==> src/hdl/crast_pkg.sv <==
// ----------------------------------------------------------------------------
// crast_pkg
// Shared codes and fixed sizes of the circle rasterizer core.
// ----------------------------------------------------------------------------
package crast_pkg;

    // Input item kind, carried in s_axis_tuser
    localparam logic ACT_START = 1'b0;
    localparam logic ACT_STEP  = 1'b1;

    // fill_mode register values
    localparam logic MODE_OUTLINE = 1'b0;
    localparam logic MODE_FILLED  = 1'b1;

    // Results per iteration, and the counter that walks them
    localparam int unsigned SLOT_BITS = 3;
    typedef logic [SLOT_BITS-1:0] slot_t;

    localparam slot_t OUTLINE_LAST = slot_t'(7);
    localparam slot_t FILLED_LAST  = slot_t'(3);

endpackage

==> src/hdl/circle_rasterizer_core.sv <==
// ----------------------------------------------------------------------------
// circle_rasterizer_core
// Andres circle generator: outline points or filled horizontal spans.
// ----------------------------------------------------------------------------
// Each item's results pass the iteration registers (job_*), then the result register.
// An item gives eight points in outline mode and four spans in filled mode; the
// output register sends one point or span per cycle unless m_axis_tready stalls it;
// a step with no figure active gives no result. The next item is taken as the last result loads.
// Reset: asynchronous, clears the figure state, fill_mode and both valid flags.
module circle_rasterizer_core
    import crast_pkg::*;
#(
    parameter int COORD_BITS  = 12,
    parameter int RADIUS_BITS = 10
)
(
    input  logic clk,
    input  logic rst_n,

    input  logic cfg_valid,
    output logic cfg_ready,
    input  logic cfg_data,      // fill_mode

    input  logic s_axis_tvalid,
    output logic s_axis_tready,
    // center_x, center_y, radius, zero fill
    input  logic [((2*COORD_BITS+RADIUS_BITS+7)/8)*8-1:0] s_axis_tdata,
    input  logic s_axis_tuser,  // action

    output logic m_axis_tvalid,
    input  logic m_axis_tready,
    // span_x_start, span_x_end, span_row, zero fill
    output logic [((3*(COORD_BITS+1)+7)/8)*8-1:0] m_axis_tdata,
    output logic m_axis_tlast,  // last_of_step
    output logic m_axis_tuser   // figure_done
);

    localparam int OUT_BITS = COORD_BITS + 1;
    localparam int OFF_BITS = RADIUS_BITS + 1;
    localparam int DEC_BITS = RADIUS_BITS + 3;
    localparam int AW       = RADIUS_BITS + 4;
    localparam int SUM_W    = (OUT_BITS > RADIUS_BITS + 2) ? OUT_BITS : RADIUS_BITS + 2;
    localparam int OUT_W    = ((3*OUT_BITS+7)/8)*8;

    // figure state
    logic                       fill_mode_reg;
    logic                       busy_reg, busy_next;
    logic signed [COORD_BITS-1:0] cx_reg, cx_next;
    logic signed [COORD_BITS-1:0] cy_reg, cy_next;
    logic        [RADIUS_BITS-1:0] rad_reg, rad_next;
    logic signed [OFF_BITS-1:0] off_x_reg, off_x_next;
    logic signed [OFF_BITS-1:0] off_y_reg, off_y_next;
    logic signed [DEC_BITS-1:0] dec_reg, dec_next;

    // iteration being sent
    logic                         job_valid_reg, job_valid_next;
    logic signed [COORD_BITS-1:0] job_x_reg, job_x_next;
    logic signed [COORD_BITS-1:0] job_y_reg, job_y_next;
    logic signed [OFF_BITS-1:0]   job_ox_reg, job_ox_next;
    logic signed [OFF_BITS-1:0]   job_oy_reg, job_oy_next;
    logic                         job_done_reg, job_done_next;
    logic                         job_fill_reg, job_fill_next;
    slot_t                        job_k_reg, job_k_next;

    // result register
    logic             m_valid_reg, m_valid_next;
    logic [OUT_W-1:0] m_data_reg, m_data_next;
    logic             m_last_reg, m_last_next;
    logic             m_user_reg, m_user_next;

    logic s_xfer, is_start, emits, load, job_last;

    logic signed [COORD_BITS-1:0]  in_cx, in_cy;
    logic        [RADIUS_BITS-1:0] in_rad;

    logic signed [AW-1:0] ox0, oy0, d0, r0, ox1, oy1, d1;
    logic                 done1;

    // ------------------------------------------------------------------
    // Configuration
    // ------------------------------------------------------------------
    assign cfg_ready = 1'b1;

    always_ff @(posedge clk or negedge rst_n)
    begin
        if (!rst_n)
        begin
            fill_mode_reg <= MODE_OUTLINE;
        end
        else if (cfg_valid && cfg_ready)
        begin
            fill_mode_reg <= cfg_data;
        end
    end

    // ------------------------------------------------------------------
    // Input side and one iteration of the circle recurrence
    // ------------------------------------------------------------------
    assign in_cx  = s_axis_tdata[COORD_BITS-1:0];
    assign in_cy  = s_axis_tdata[2*COORD_BITS-1:COORD_BITS];
    assign in_rad = s_axis_tdata[2*COORD_BITS+RADIUS_BITS-1:2*COORD_BITS];

    assign load     = job_valid_reg && (!m_valid_reg || m_axis_tready);
    assign job_last = job_k_reg == (job_fill_reg ? FILLED_LAST : OUTLINE_LAST);

    assign s_axis_tready = !job_valid_reg || (load && job_last);
    assign s_xfer        = s_axis_tvalid && s_axis_tready;
    assign is_start      = s_axis_tuser == ACT_START;
    assign emits         = is_start || busy_reg;

    always_comb
    begin
        if (is_start)
        begin
            ox0 = '0;
            oy0 = AW'({1'b0, in_rad});
            r0  = AW'({1'b0, in_rad});
            d0  = AW'({1'b0, in_rad}) - AW'(1);
        end
        else
        begin
            ox0 = AW'(off_x_reg);
            oy0 = AW'(off_y_reg);
            r0  = AW'({1'b0, rad_reg});
            d0  = AW'(dec_reg);
        end

        if (d0 >= (ox0 <<< 1))
        begin
            d1  = d0 - (ox0 <<< 1) - AW'(1);
            ox1 = ox0 + AW'(1);
            oy1 = oy0;
        end
        else if (d0 < ((r0 - oy0) <<< 1))
        begin
            d1  = d0 + (oy0 <<< 1) - AW'(1);
            ox1 = ox0;
            oy1 = oy0 - AW'(1);
        end
        else
        begin
            d1  = d0 + ((oy0 - ox0 - AW'(1)) <<< 1);
            ox1 = ox0 + AW'(1);
            oy1 = oy0 - AW'(1);
        end
        done1 = oy1 < ox1;
    end

    always_comb
    begin
        busy_next  = busy_reg;
        cx_next    = cx_reg;
        cy_next    = cy_reg;
        rad_next   = rad_reg;
        off_x_next = off_x_reg;
        off_y_next = off_y_reg;
        dec_next   = dec_reg;

        job_valid_next = job_valid_reg;
        job_x_next     = job_x_reg;
        job_y_next     = job_y_reg;
        job_ox_next    = job_ox_reg;
        job_oy_next    = job_oy_reg;
        job_done_next  = job_done_reg;
        job_fill_next  = job_fill_reg;
        job_k_next     = job_k_reg;

        // advance through the results of the current iteration
        if (load)
        begin
            if (job_last)
            begin
                job_valid_next = 1'b0;
            end
            job_k_next = job_k_reg + slot_t'(1);
        end

        if (s_xfer && emits)
        begin
            if (is_start)
            begin
                cx_next  = in_cx;
                cy_next  = in_cy;
                rad_next = in_rad;
            end
            off_x_next = ox1[OFF_BITS-1:0];
            off_y_next = oy1[OFF_BITS-1:0];
            dec_next   = d1[DEC_BITS-1:0];
            busy_next  = !done1;

            job_valid_next = 1'b1;
            job_x_next     = is_start ? in_cx : cx_reg;
            job_y_next     = is_start ? in_cy : cy_reg;
            job_ox_next    = ox0[OFF_BITS-1:0];
            job_oy_next    = oy0[OFF_BITS-1:0];
            job_done_next  = done1;
            job_fill_next  = fill_mode_reg;
            job_k_next     = '0;
        end
    end

    always_ff @(posedge clk or negedge rst_n)
    begin
        if (!rst_n)
        begin
            busy_reg      <= 1'b0;
            cx_reg        <= '0;
            cy_reg        <= '0;
            rad_reg       <= '0;
            off_x_reg     <= '0;
            off_y_reg     <= '0;
            dec_reg       <= '0;
            job_valid_reg <= 1'b0;
            job_k_reg     <= '0;
        end
        else
        begin
            busy_reg      <= busy_next;
            cx_reg        <= cx_next;
            cy_reg        <= cy_next;
            rad_reg       <= rad_next;
            off_x_reg     <= off_x_next;
            off_y_reg     <= off_y_next;
            dec_reg       <= dec_next;
            job_valid_reg <= job_valid_next;
            job_k_reg     <= job_k_next;
        end
    end

    always_ff @(posedge clk)
    begin
        job_x_reg    <= job_x_next;
        job_y_reg    <= job_y_next;
        job_ox_reg   <= job_ox_next;
        job_oy_reg   <= job_oy_next;
        job_done_reg <= job_done_next;
        job_fill_reg <= job_fill_next;
    end

    // ------------------------------------------------------------------
    // Mirrored coordinates and result selection
    // ------------------------------------------------------------------
    logic signed [SUM_W-1:0] xw, yw, oxw, oyw;
    logic [OUT_BITS-1:0] x_p_ox, x_m_ox, x_p_oy, x_m_oy;
    logic [OUT_BITS-1:0] y_p_ox, y_m_ox, y_p_oy, y_m_oy;
    logic [OUT_BITS-1:0] sel_xs, sel_xe, sel_row;

    assign xw  = SUM_W'(job_x_reg);
    assign yw  = SUM_W'(job_y_reg);
    assign oxw = SUM_W'(job_ox_reg);
    assign oyw = SUM_W'(job_oy_reg);

    // outputs wrap to OUT_BITS
    always_comb
    begin
        logic signed [SUM_W-1:0] s0, s1, s2, s3, s4, s5, s6, s7;
        s0 = xw + oxw;
        s1 = xw - oxw;
        s2 = xw + oyw;
        s3 = xw - oyw;
        s4 = yw + oxw;
        s5 = yw - oxw;
        s6 = yw + oyw;
        s7 = yw - oyw;
        x_p_ox = s0[OUT_BITS-1:0];
        x_m_ox = s1[OUT_BITS-1:0];
        x_p_oy = s2[OUT_BITS-1:0];
        x_m_oy = s3[OUT_BITS-1:0];
        y_p_ox = s4[OUT_BITS-1:0];
        y_m_ox = s5[OUT_BITS-1:0];
        y_p_oy = s6[OUT_BITS-1:0];
        y_m_oy = s7[OUT_BITS-1:0];
    end

    always_comb
    begin
        sel_xs  = x_p_ox;
        sel_xe  = x_p_ox;
        sel_row = y_p_oy;
        if (job_fill_reg == MODE_FILLED)
        begin
            case (job_k_reg[1:0])
                2'd0:
                begin
                    sel_xs = x_m_oy; sel_xe = x_p_oy; sel_row = y_p_ox;
                end
                2'd1:
                begin
                    sel_xs = x_m_ox; sel_xe = x_p_ox; sel_row = y_p_oy;
                end
                2'd2:
                begin
                    sel_xs = x_m_ox; sel_xe = x_p_ox; sel_row = y_m_oy;
                end
                default:
                begin
                    sel_xs = x_m_oy; sel_xe = x_p_oy; sel_row = y_m_ox;
                end
            endcase
        end
        else
        begin
            case (job_k_reg)
                3'd0:    begin sel_xs = x_p_ox; sel_row = y_p_oy; end
                3'd1:    begin sel_xs = x_p_oy; sel_row = y_p_ox; end
                3'd2:    begin sel_xs = x_m_ox; sel_row = y_p_oy; end
                3'd3:    begin sel_xs = x_m_oy; sel_row = y_p_ox; end
                3'd4:    begin sel_xs = x_p_ox; sel_row = y_m_oy; end
                3'd5:    begin sel_xs = x_p_oy; sel_row = y_m_ox; end
                3'd6:    begin sel_xs = x_m_ox; sel_row = y_m_oy; end
                default: begin sel_xs = x_m_oy; sel_row = y_m_ox; end
            endcase
            sel_xe = sel_xs;
        end
    end

    // ------------------------------------------------------------------
    // Result register
    // ------------------------------------------------------------------
    always_comb
    begin
        m_valid_next = m_valid_reg;
        m_data_next  = m_data_reg;
        m_last_next  = m_last_reg;
        m_user_next  = m_user_reg;
        if (load)
        begin
            m_valid_next = 1'b1;
            m_data_next  = OUT_W'({sel_row, sel_xe, sel_xs});
            m_last_next  = job_last;
            m_user_next  = job_done_reg;
        end
        else if (m_axis_tready)
        begin
            // drop the result once transferred
            m_valid_next = 1'b0;
        end
    end

    always_ff @(posedge clk or negedge rst_n)
    begin
        if (!rst_n)
        begin
            m_valid_reg <= 1'b0;
        end
        else
        begin
            m_valid_reg <= m_valid_next;
        end
    end

    always_ff @(posedge clk)
    begin
        m_data_reg <= m_data_next;
        m_last_reg <= m_last_next;
        m_user_reg <= m_user_next;
    end

    assign m_axis_tvalid = m_valid_reg;
    assign m_axis_tdata  = m_data_reg;
    assign m_axis_tlast  = m_last_reg;
    assign m_axis_tuser  = m_user_reg;

    // ------------------------------------------------------------------
    // Assertions
    // ------------------------------------------------------------------
    a_fill_slots: assert property (@(posedge clk) disable iff (!rst_n)
        (job_valid_reg && job_fill_reg == MODE_FILLED) |-> job_k_reg <= FILLED_LAST)
        else $error("filled iteration walked past its fourth span");

    a_start_busy: assert property (@(posedge clk) disable iff (!rst_n)
        (s_xfer && is_start && !done1) |=> busy_reg)
        else $error("start transfer did not open a figure");

    a_done_idle: assert property (@(posedge clk) disable iff (!rst_n)
        (job_valid_reg && job_done_reg) |-> !busy_reg)
        else $error("figure still active while its final iteration is sent");

    a_busy_order: assert property (@(posedge clk) disable iff (!rst_n)
        busy_reg |-> off_y_reg >= off_x_reg)
        else $error("active figure has crossed the diagonal");

    a_last_ends_job: assert property (@(posedge clk) disable iff (!rst_n)
        (load && job_last && !s_xfer) |=> !job_valid_reg)
        else $error("iteration kept sending after its last result");

endmodule
==> config.mk <==
export PLATFORM = sky130hd
export DESIGN_NAME = circle_rasterizer_core
export DESIGN_NICKNAME = d
export VERILOG_FILES = /design/src/hdl/crast_pkg.sv /design/src/hdl/circle_rasterizer_core.sv
export SDC_FILE = /design/constraint.sdc
export NUM_CORES = 1
export LEC_CHECK = 0
export BUFFER_PORTS_ARGS = -buffer_cell sky130_fd_sc_hd__buf_4
export CAP_MARGIN = 5
export CELL_PAD_IN_SITES_DETAIL_PLACEMENT = 0
export CELL_PAD_IN_SITES_GLOBAL_PLACEMENT = 1
export CORE_MARGIN = 5
export CORE_UTILIZATION = 49
export DETAILED_ROUTE_END_ITERATION = 16
export PLACE_DENSITY_LB_ADDON = 0.3
export SLEW_MARGIN = 20
export SYNTH_ARGS = -nofsm -noshare
export SYNTH_HDL_FRONTEND = slang
export SYNTH_SLANG_ARGS = --single-unit
==> constraint.sdc <==
create_clock -name clk -period 8.01 [get_ports clk]
set_clock_uncertainty 0.05 [all_clocks]
set_input_delay 1.602 -clock clk [delete_from_list [all_inputs] [get_ports clk]]
set_output_delay 1.602 -clock clk [all_outputs]
set_load 0.02 [all_outputs]
==> results.py, run 1 <==
metrics = {
    "drt": {
        "viasPerCell": 5.74,
        "wl_per_cell_um": 19.2,
        "route.antenna.remaining_nets": 0,
        "vias": 13500,
        "wirelength_mm": 45.2,
        "drtIter0Drc": 866,
        "dr.pass1.iters": 6,
        "drc": 0,
    },
    "grt": {
        "grt_pass1_wl_mm": 71.8,
        "grt_max_degree": 93,
        "grt_pass1_vias": 13200,
        "grtUsageTotal_pct": 24.9,
        "grt_overflow": 0,
        "antenna_found_initial": 0,
    },
    "place": {
        "place_hpwl_mm": 35.9,
        "dp.cells": 2319,
        "gp_congestion": 0.891,
        "io_buffer_count": 83,
    },
    "logic_synthesis": {
        "yosysWarnings": 0,
        "synthCells": 1846,
        "async_flop_share_pct": 46.3,
        "synth_fp_nets": 2103,
        "syn_area_per_cell_um2": 8.75,
        "synth-seq-cells": 164,
        "ys_dominant_reg_cell": "edfxtp_1",
        "synth_cell_types": 86,
        "ys_seq_area_share_pct": 28.1,
        "synth_edf_count": 88,
        "netlist_area_mm2": 0.0161,
    },
    "finish": {
        "layout_common_cells": "ha_1, nand2_1, inv_1",
        "nNetsFinal": 2153,
        "mostFrequentLayoutCell": "ha_1",
        "areaGrowthSynthToFinish_pct": 10.4,
        "stdcell_count": 2351,
        "layout-drive-gt1-share_pct": 13.3,
        "nFillCells": 3095,
        "antenna_cells": 0,
        "largest_register_ffs": 38,
    },
    "worst_setup_path": {
        "critPathRequiredTime_ns": 8.28,
        "rr_worst_depth": 28,
        "reg2reg_from": "off_y_reg[1]$_DFFE_PN0P_",
        "cpPeakStageDelay_ns": 0.40,
        "startpoint_type": "input pin",
        "critPathMaxFanout": 4,
        "crit_type": "in -> reg",
        "r2r_setup_slack_ns": 1.68,
        "end_kind": "flip-flop",
        "endpoint": "busy_reg$_DFFE_PN0P_",
        "cp_slowest_cell": "fa_1",
        "reg2reg_to": "busy_reg$_DFFE_PN0P_",
        "cp-startpoint": "s_axis_tuser",
        "crit_top_cell": "a21oi_1",
        "arrival_ns": 7.67,
    },
    "timing": {
        "fin_crit_sh_pct": 92.4,
        "tns_ns": 0,
        "rsz0062_at_grt": "false",
        "max_freq_ghz": 0.135,
        "period_minus_slack_ns": 7.40,
        "finalHoldViolations": 0,
        "drv_slew": 0,
        "relSlewSlack_pct": 30.1,
        "setup-violations-final": 0,
        "tightest_slew_ns": 1.05,
    },
    "pwr": {
        "ir_worst_vdd_v": 0.000239,
        "p_sw_share_pct": 47.1,
        "switching_power_mw": 3.23,
        "seq_power_share_pct": 22.0,
        "p_leak_nw": 7.94,
        "total_power_mw": 6.86,
        "internal-power_mw": 3.63,
        "clkPwrFrac_pct": 11.6,
        "p_per_area_mw_per_mm2": 385,
        "power_frac_comb_pct": 66.4,
    },
    "clock_tree": {
        "clk_pin_slew_ns": 0.07,
        "cts_buffer_depth": 2,
        "cts_resized": 0,
        "cts_htree_levels": 4,
        "postCtsSetupRepairBufs": 0,
        "cts_root_buffer": "clkbuf_16",
        "hold_buffers": 0,
        "cts_buffers": 17,
        "cts_tree": "done",
        "cts_sinks": 164,
        "clk_latency_ns": 0.44,
    },
    "floorplanning": {
        "die_area_mm2": 0.0367,
        "core-area_mm2": 0.0325,
        "initial_utilization_pct": 49.6,
        "io-pin-count": 92,
        "fp.dieW_um": 192,
        "rows": 66,
        "die_h_um": 192,
    },
    "worst_hold_path": {
        "min_path_cells": 0,
        "hp-class": "reg -> reg",
    },
    "run": {
        "maxCapViolCount": 0,
    },
    "status": {
        "status": "completed",
    },
}
==> logic make-up (layout without fill, tap and decap cells) <==
kind of cell	Yosys count	count (layout)	synth area share, %
compound gates	460	460	19.1
simple gates	519	519	14.9
xor+xnor	151	151	8.24
mux	103	103	6.93
flops	164	164	28.1
buf+inv	237	300	5.78
other cells	2	2	0.0465
fa+ha+maj	210	210	16.9
==> per-stage QoR <==
step	hold slack, ns	setup WS, ns	utilization (%)	cell area, um^2
after global routing	0.378	0.0482	54.8	17800
final	0.373	0.607	54.8	17800
after CTS	0.376	0.558	54.7	17800
after floorplan	0.350	0.0545	-	16200
after detailed placement	0.357	0.102	53.1	17300
after global placement	0.358	0.222	53.1	17300
==> cell type report <==
class                   count  area (um^2)  share of cell area (%)
repair buffers            120          917                    5.15
multi-input cells        1445        10700                    60.0
clock inverters            14          120                   0.674
clock buffers              18          429                    2.41
inverters                 148          558                    3.13
well taps                 442          553                    3.10
flip-flops and latches    164         4540                    25.5
==> critical path, delay by kind of cell <==
family / cells / cell delay [ns]
AOI/OAI and AO/OA: 18 / 3.20
adders and majority gates: 4 / 1.13
and+or+nand+nor: 7 / 1.13
buffers and inverters: 3 / 0.29
muxes: 1 / 0.19
xor gates and xnor gates: 1 / 0.14
==> per-layer routing <==
metal	wire length [um]	global-route usage (%)
met1	20200	32.2
met2	21800	43.0
met3	1420	2.19
met4	1780	9.64
met5	0	0
==> worst min-delay path by stage <==
stage,from,endpoint,slack (ns)
6_report,job_done_reg$_DFFE_PP_,m_axis_tuser$_DFFE_PP_,0.37
5_1_grt,job_done_reg$_DFFE_PP_,m_axis_tuser$_DFFE_PP_,0.38
4_1_cts,job_done_reg$_DFFE_PP_,m_axis_tuser$_DFFE_PP_,0.38
3_5_place_dp,job_done_reg$_DFFE_PP_,m_axis_tuser$_DFFE_PP_,0.36
3_3_place_gp,job_done_reg$_DFFE_PP_,m_axis_tuser$_DFFE_PP_,0.36
2_1_floorplan,job_done_reg$_DFFE_PP_,m_axis_tuser$_DFFE_PP_,0.35
==> synthesized netlist by cell type, types with 32 or more instances <==
cell type | n | area [um^2]
ha_1 | 197 | 2460
nand2_1 | 184 | 691
inv_1 | 147 | 552
nor2_1 | 138 | 518
o21ai_0 | 114 | 571
xnor2_1 | 111 | 972
a21oi_1 | 107 | 536
edfxtp_1 | 88 | 2640
dfrtp_1 | 76 | 1900
mux2_2 | 71 | 800
clkbuf_1 | 66 | 248
xor2_1 | 39 | 342
nand3_1 | 37 | 185
nor3_1 | 33 | 165
mux2i_1 | 32 | 320
==> power groups by stage <==
stage	clock, mW	combinational [mW]	sequential, mW
final	0.793	4.56	1.51
after global routing	0.845	5.05	1.54
after CTS	0.807	4.54	1.52
after detailed placement	0	4.51	1.53
after global placement	0	4.45	1.52
after floorplan	0	3.21	1.60
Power figures use the tool's default switching activity.
==> run 2, diff against run 1 <==
- CELL_PAD_IN_SITES_DETAIL_PLACEMENT: 0 -> 1
- CELL_PAD_IN_SITES_GLOBAL_PLACEMENT: 1 -> 2
- CORE_UTILIZATION: 49 -> 39
- CTS_CLUSTER_SIZE: unset -> 24
- SKIP_CTS_REPAIR_TIMING: unset -> 1
==> results.py, run 2 (same netlist as run 1, synthesis figures left out) <==
metrics = {
    "floorplanning": {
        "die_area_mm2": 0.0456,
        "io-pin-count": 92,
        "fp.dieW_um": 213,
        "rows": 74,
        "initial_utilization_pct": 39.5,
        "core-area_mm2": 0.0409,
        "die_h_um": 213,
    },
    "worst_setup_path": {
        "crit_top_cell": "a21oi_1",
        "crit_type": "in -> reg",
        "end_kind": "flip-flop",
        "cp-startpoint": "s_axis_tdata[24]",
        "reg2reg_to": "busy_reg$_DFFE_PN0P_",
        "critPathRequiredTime_ns": 8.33,
        "cpPeakStageDelay_ns": 0.40,
        "critPathMaxFanout": 5,
        "rr_worst_depth": 33,
        "reg2reg_from": "rad_reg[0]$_DFFE_PN0P_",
        "arrival_ns": 7.71,
        "startpoint_type": "input pin",
        "cp_slowest_cell": "fa_1",
        "r2r_setup_slack_ns": 1.69,
    },
    "timing": {
        "drv_slew": 0,
        "fin_crit_sh_pct": 92.3,
        "holdWs_ns": 0.383,
        "max_freq_ghz": 0.135,
        "period_minus_slack_ns": 7.39,
        "relSlewSlack_pct": 27.9,
        "setup-violations-final": 0,
        "setup_ws_ns": 0.620,
        "tns_ns": 0,
        "finalHoldViolations": 0,
        "tightest_slew_ns": 1.08,
        "rsz0062_at_grt": "false",
    },
    "place": {
        "place_hpwl_mm": 40.7,
        "dp.cells": 2423,
        "io_buffer_count": 83,
        "placed_area_mm2": 0.0175,
        "gp_congestion": 0.886,
        "post-place-ws_ns": -0.00140,
    },
    "grt": {
        "antenna_found_initial": 0,
        "grt_pass1_wl_mm": 79.7,
        "grt_max_degree": 89,
        "grt_pass1_vias": 14600,
        "grt_overflow": 0,
        "grtUsageTotal_pct": 22.6,
    },
    "pwr": {
        "total_power_mw": 7.09,
        "ir_worst_vdd_v": 0.000163,
        "p_per_area_mw_per_mm2": 393,
        "p_leak_nw": 8.01,
    },
    "clock_tree": {
        "cts_htree_levels": 4,
        "cts_sinks": 164,
        "clk_latency_ns": 0.49,
        "cts_buffer_depth": 2,
        "cts_tree": "done",
        "cts_buffers": 17,
        "clk_pin_slew_ns": 0.08,
        "cts_root_buffer": "clkbuf_16",
    },
    "worst_hold_path": {
        "min_to": "m_axis_tuser$_DFFE_PP_",
        "hp-class": "reg -> reg",
        "hold_path.startpoint": "job_done_reg$_DFFE_PP_",
        "min_path_cells": 0,
    },
    "status": {
        "status": "completed",
    },
    "drt": {
        "dr.pass1.iters": 4,
        "route.antenna.remaining_nets": 0,
        "drc": 0,
        "viasPerCell": 5.58,
        "drtIter0Drc": 855,
        "wl_per_cell_um": 20.9,
        "vias": 13700,
        "wirelength_mm": 51.2,
    },
    "finish": {
        "mostFrequentLayoutCell": "ha_1",
        "stdcell_count": 2455,
        "antenna_cells": 0,
        "fin_util_pct": 44.1,
        "layout_common_cells": "ha_1, nand2_1, inv_1",
        "largest_register_ffs": 38,
        "nNetsFinal": 2167,
        "fin_area_mm2": 0.0181,
        "layout-drive-gt1-share_pct": 13.9,
        "areaGrowthSynthToFinish_pct": 11.8,
    },
    "run": {
        "maxCapViolCount": 0,
    },
}
-- run 2: critical path: cells and delay by family --
kind / cells / cell delay, ns
AO/OA/AOI/OAI: 18 / 2.93
buffers and inverters: 5 / 0.54
AND/OR/NAND/NOR: 7 / 1.12
multiplexers: 1 / 0.19
XOR/XNOR: 1 / 0.14
adder cells (fa/ha/maj): 4 / 1.16
-- run 2: final cells by class --
type / count / area [um^2]
Clock buffer: 17 / 425
Inverter: 148 / 558
Multi-Input combinational cell: 1445 / 10700
Fill cell: 4795 / 22900
Sequential cell: 164 / 4540
Timing Repair Buffer: 134 / 1010
Clock inverter: 15 / 156
Tap cell: 532 / 666
-- run 2: worst max path at each step --
stage	endpoint	slack (ns)
2_1_floorplan	busy_reg$_DFFE_PN0P_	0.05
3_3_place_gp	busy_reg$_DFFE_PN0P_	0.18
3_5_place_dp	busy_reg$_DFFE_PN0P_	-0.001
4_1_cts	busy_reg$_DFFE_PN0P_	0.44
5_1_grt	busy_reg$_DFFE_PN0P_	0.08
6_report	busy_reg$_DFFE_PN0P_	0.62
-- run 2: metal layers --
metal  routed length [um]  up-vias  GRT usage [%]
li1                     -     6685              -
met1                21800     6742           26.6
met2                26700      197           42.1
met3                 1170       73           3.20
met4                 1520        0           7.59
met5                    0        -              0
-- run 2: report_power, final --
part	switching, mW	internal (mW)
registers	0.198	1.31
logic	2.80	1.94
clock network	0.421	0.415
==> run 3, diff against run 2 <==
- ABC_AREA: unset -> 1
- CORE_UTILIZATION: 39 -> 37
==> results.py, run 3 <==
metrics = {
    "logic_synthesis": {
        "synth_edf_count": 88,
        "synth_fp_nets": 2443,
        "syn_area_per_cell_um2": 7.36,
        "netlist_area_mm2": 0.0161,
        "ys_dominant_reg_cell": "edfxtp_1",
        "synth_common_cells": "nand2_1, inv_1, ha_1",
        "synth-seq-cells": 164,
        "synth_top_area_share_pct": 16.4,
        "yosysWarnings": 0,
        "synthCells": 2186,
        "ys_seq_area_share_pct": 28.2,
        "async_flop_share_pct": 46.3,
        "synth_cell_types": 62,
        "synth_most_common_cell": "nand2_1",
        "synth_area_leader_cell": "edfxtp_1",
        "ys_top_cells_by_area": "edfxtp_1, ha_1, dfrtp_1, nand2_1, inv_1",
    },
    "grt": {
        "grt_max_degree": 66,
        "grt_pass1_vias": 15400,
        "grtUsageTotal_pct": 23.6,
        "grt_pass1_wl_mm": 86.7,
        "grt_overflow": 0,
        "antenna_found_initial": 0,
    },
    "floorplanning": {
        "fp.dieW_um": 219,
        "die_h_um": 219,
        "io-pin-count": 92,
        "rows": 76,
        "initial_utilization_pct": 37.4,
        "die_area_mm2": 0.0478,
        "core-area_mm2": 0.0431,
    },
    "drt": {
        "vias": 15000,
        "drc": 0,
        "wirelength_mm": 56.1,
        "drtIter0Drc": 713,
        "route.antenna.remaining_nets": 0,
        "wl_per_cell_um": 19.8,
        "dr.pass1.iters": 4,
        "viasPerCell": 5.29,
    },
    "finish": {
        "largest_register_ffs": 38,
        "multi_input_area_mm2": 0.00999,
        "layout_common_cells": "nand2_1, inv_1, ha_1",
        "antenna_cells": 0,
        "nNetsFinal": 2487,
        "areaGrowthSynthToFinish_pct": 10.8,
        "mostFrequentLayoutCell": "nand2_1",
        "seq_area_mm2": 0.00454,
        "nFillCells": 5444,
        "layout-drive-gt1-share_pct": 7.98,
    },
    "worst_setup_path": {
        "cp_slowest_cell": "a2111oi_0",
        "r2r_setup_slack_ns": 2.10,
        "arrival_ns": 7.26,
        "crit_top_cell": "nand2_1",
        "reg2reg_from": "off_y_reg[0]$_DFFE_PN0P_",
        "critPathRequiredTime_ns": 8.20,
        "rr_worst_depth": 38,
        "critical-path-top-delay-family": "compound AO/OA/AOI/OAI gates",
        "cpPeakStageDelay_ns": 0.46,
        "crit_type": "in -> reg",
        "reg2reg_to": "job_done_reg$_DFFE_PP_",
        "critPathMaxFanout": 22,
        "end_kind": "flip-flop",
        "startpoint_type": "input pin",
        "path_buf_inv": 8,
    },
    "timing": {
        "tightest_slew_ns": 1.08,
        "fin_crit_sh_pct": 88.3,
        "tns_ns": 0,
        "rsz0062_at_grt": "false",
        "period_minus_slack_ns": 7.07,
        "setup-violations-final": 0,
        "finalHoldViolations": 0,
        "drv_slew": 0,
        "max_freq_ghz": 0.141,
        "relSlewSlack_pct": 27.8,
        "setup_ws_ns": 0.939,
    },
    "pwr": {
        "p_per_area_mw_per_mm2": 379,
        "p_leak_nw": 8.72,
        "ir_worst_vdd_v": 0.000170,
        "total_power_mw": 6.75,
    },
    "clock_tree": {
        "clk_latency_ns": 0.49,
        "cts_buffer_depth": 2,
        "cts_root_buffer": "clkbuf_16",
        "cts_buffers": 17,
        "clk_pin_slew_ns": 0.07,
        "cts_htree_levels": 4,
        "cts_sinks": 164,
        "cts_tree": "done",
    },
    "worst_hold_path": {
        "min_path_cells": 0,
        "hold_path.startpoint": "job_done_reg$_DFFE_PP_",
        "min_to": "m_axis_tuser$_DFFE_PP_",
        "hp-class": "reg -> reg",
    },
    "place": {
        "io_buffer_count": 83,
        "place_hpwl_mm": 45.9,
        "gp_congestion": 0.918,
        "post-place-ws_ns": 0.408,
    },
    "status": {
        "status": "completed",
    },
    "run": {
        "maxCapViolCount": 0,
    },
}
## run 3: logic make-up after synthesis
family                     share of synthesized area [%]
and+or+nand+nor                                     19.9
AOI/OAI and AO/OA                                   18.9
buffers and inverters                               9.67
adders and majority gates                           16.9
DFF                                                 28.2
xor gates and xnor gates                            6.15
other                                             0.0467
muxes                                              0.132
## run 3: worst max-delay path by stage
| stage | cells past startpoint | slack, ns | endpoint | from |
|---|---|---|---|---|
| after floorplan | 42 | 0.86 | job_done_reg$_DFFE_PP_ | s_axis_tuser |
| after global placement | 41 | 0.57 | job_done_reg$_DFFE_PP_ | s_axis_tuser |
| after detailed placement | 41 | 0.41 | job_done_reg$_DFFE_PP_ | s_axis_tuser |
| after CTS | 41 | 0.92 | job_done_reg$_DFFE_PP_ | s_axis_tuser |
| after global routing | 42 | 0.40 | busy_reg$_DFFE_PN0P_ | s_axis_tuser |
| final | 42 | 0.94 | job_done_reg$_DFFE_PP_ | s_axis_tuser |
## run 3: report_power, final
group	switching [mW]	leakage, nW	internal [mW]
clock	0.420	0.276	0.411
combinational	2.90	6.65	1.52
sequential	0.202	1.79	1.31
## run 3: area by class of cell
type / instances / share of cell area, %
Sequential cell: 164 / 25.5
Clock inverter: 15 / 0.786
Tap cell: 585 / 4.10
Multi-Input combinational cell: 1623 / 56.0
Timing Repair Buffer: 109 / 4.59
Inverter: 315 / 6.64
Clock buffer: 17 / 2.39
## run 3: through the flow
stage          util (%)  hold slack (ns)  area, um^2  std cells
3_5_place_dp       40.1            0.380       17300       2796
2_1_floorplan         -            0.350       16100       2186
5_1_grt            41.4            0.413       17800       2828
4_1_cts            41.4            0.401       17800       2828
6_report           41.4            0.393       17800       2828
3_3_place_gp       40.1            0.382       17300       2796
## run 3: per-layer routing
metal	track usage (%)	up-vias	part of all wire, %
met1	30.1	7254	45
met3	3.05	67	3.5
met4	8.33	0	3.1
met2	41.2	252	48
li1	-	7397	-
met5	0	-	0
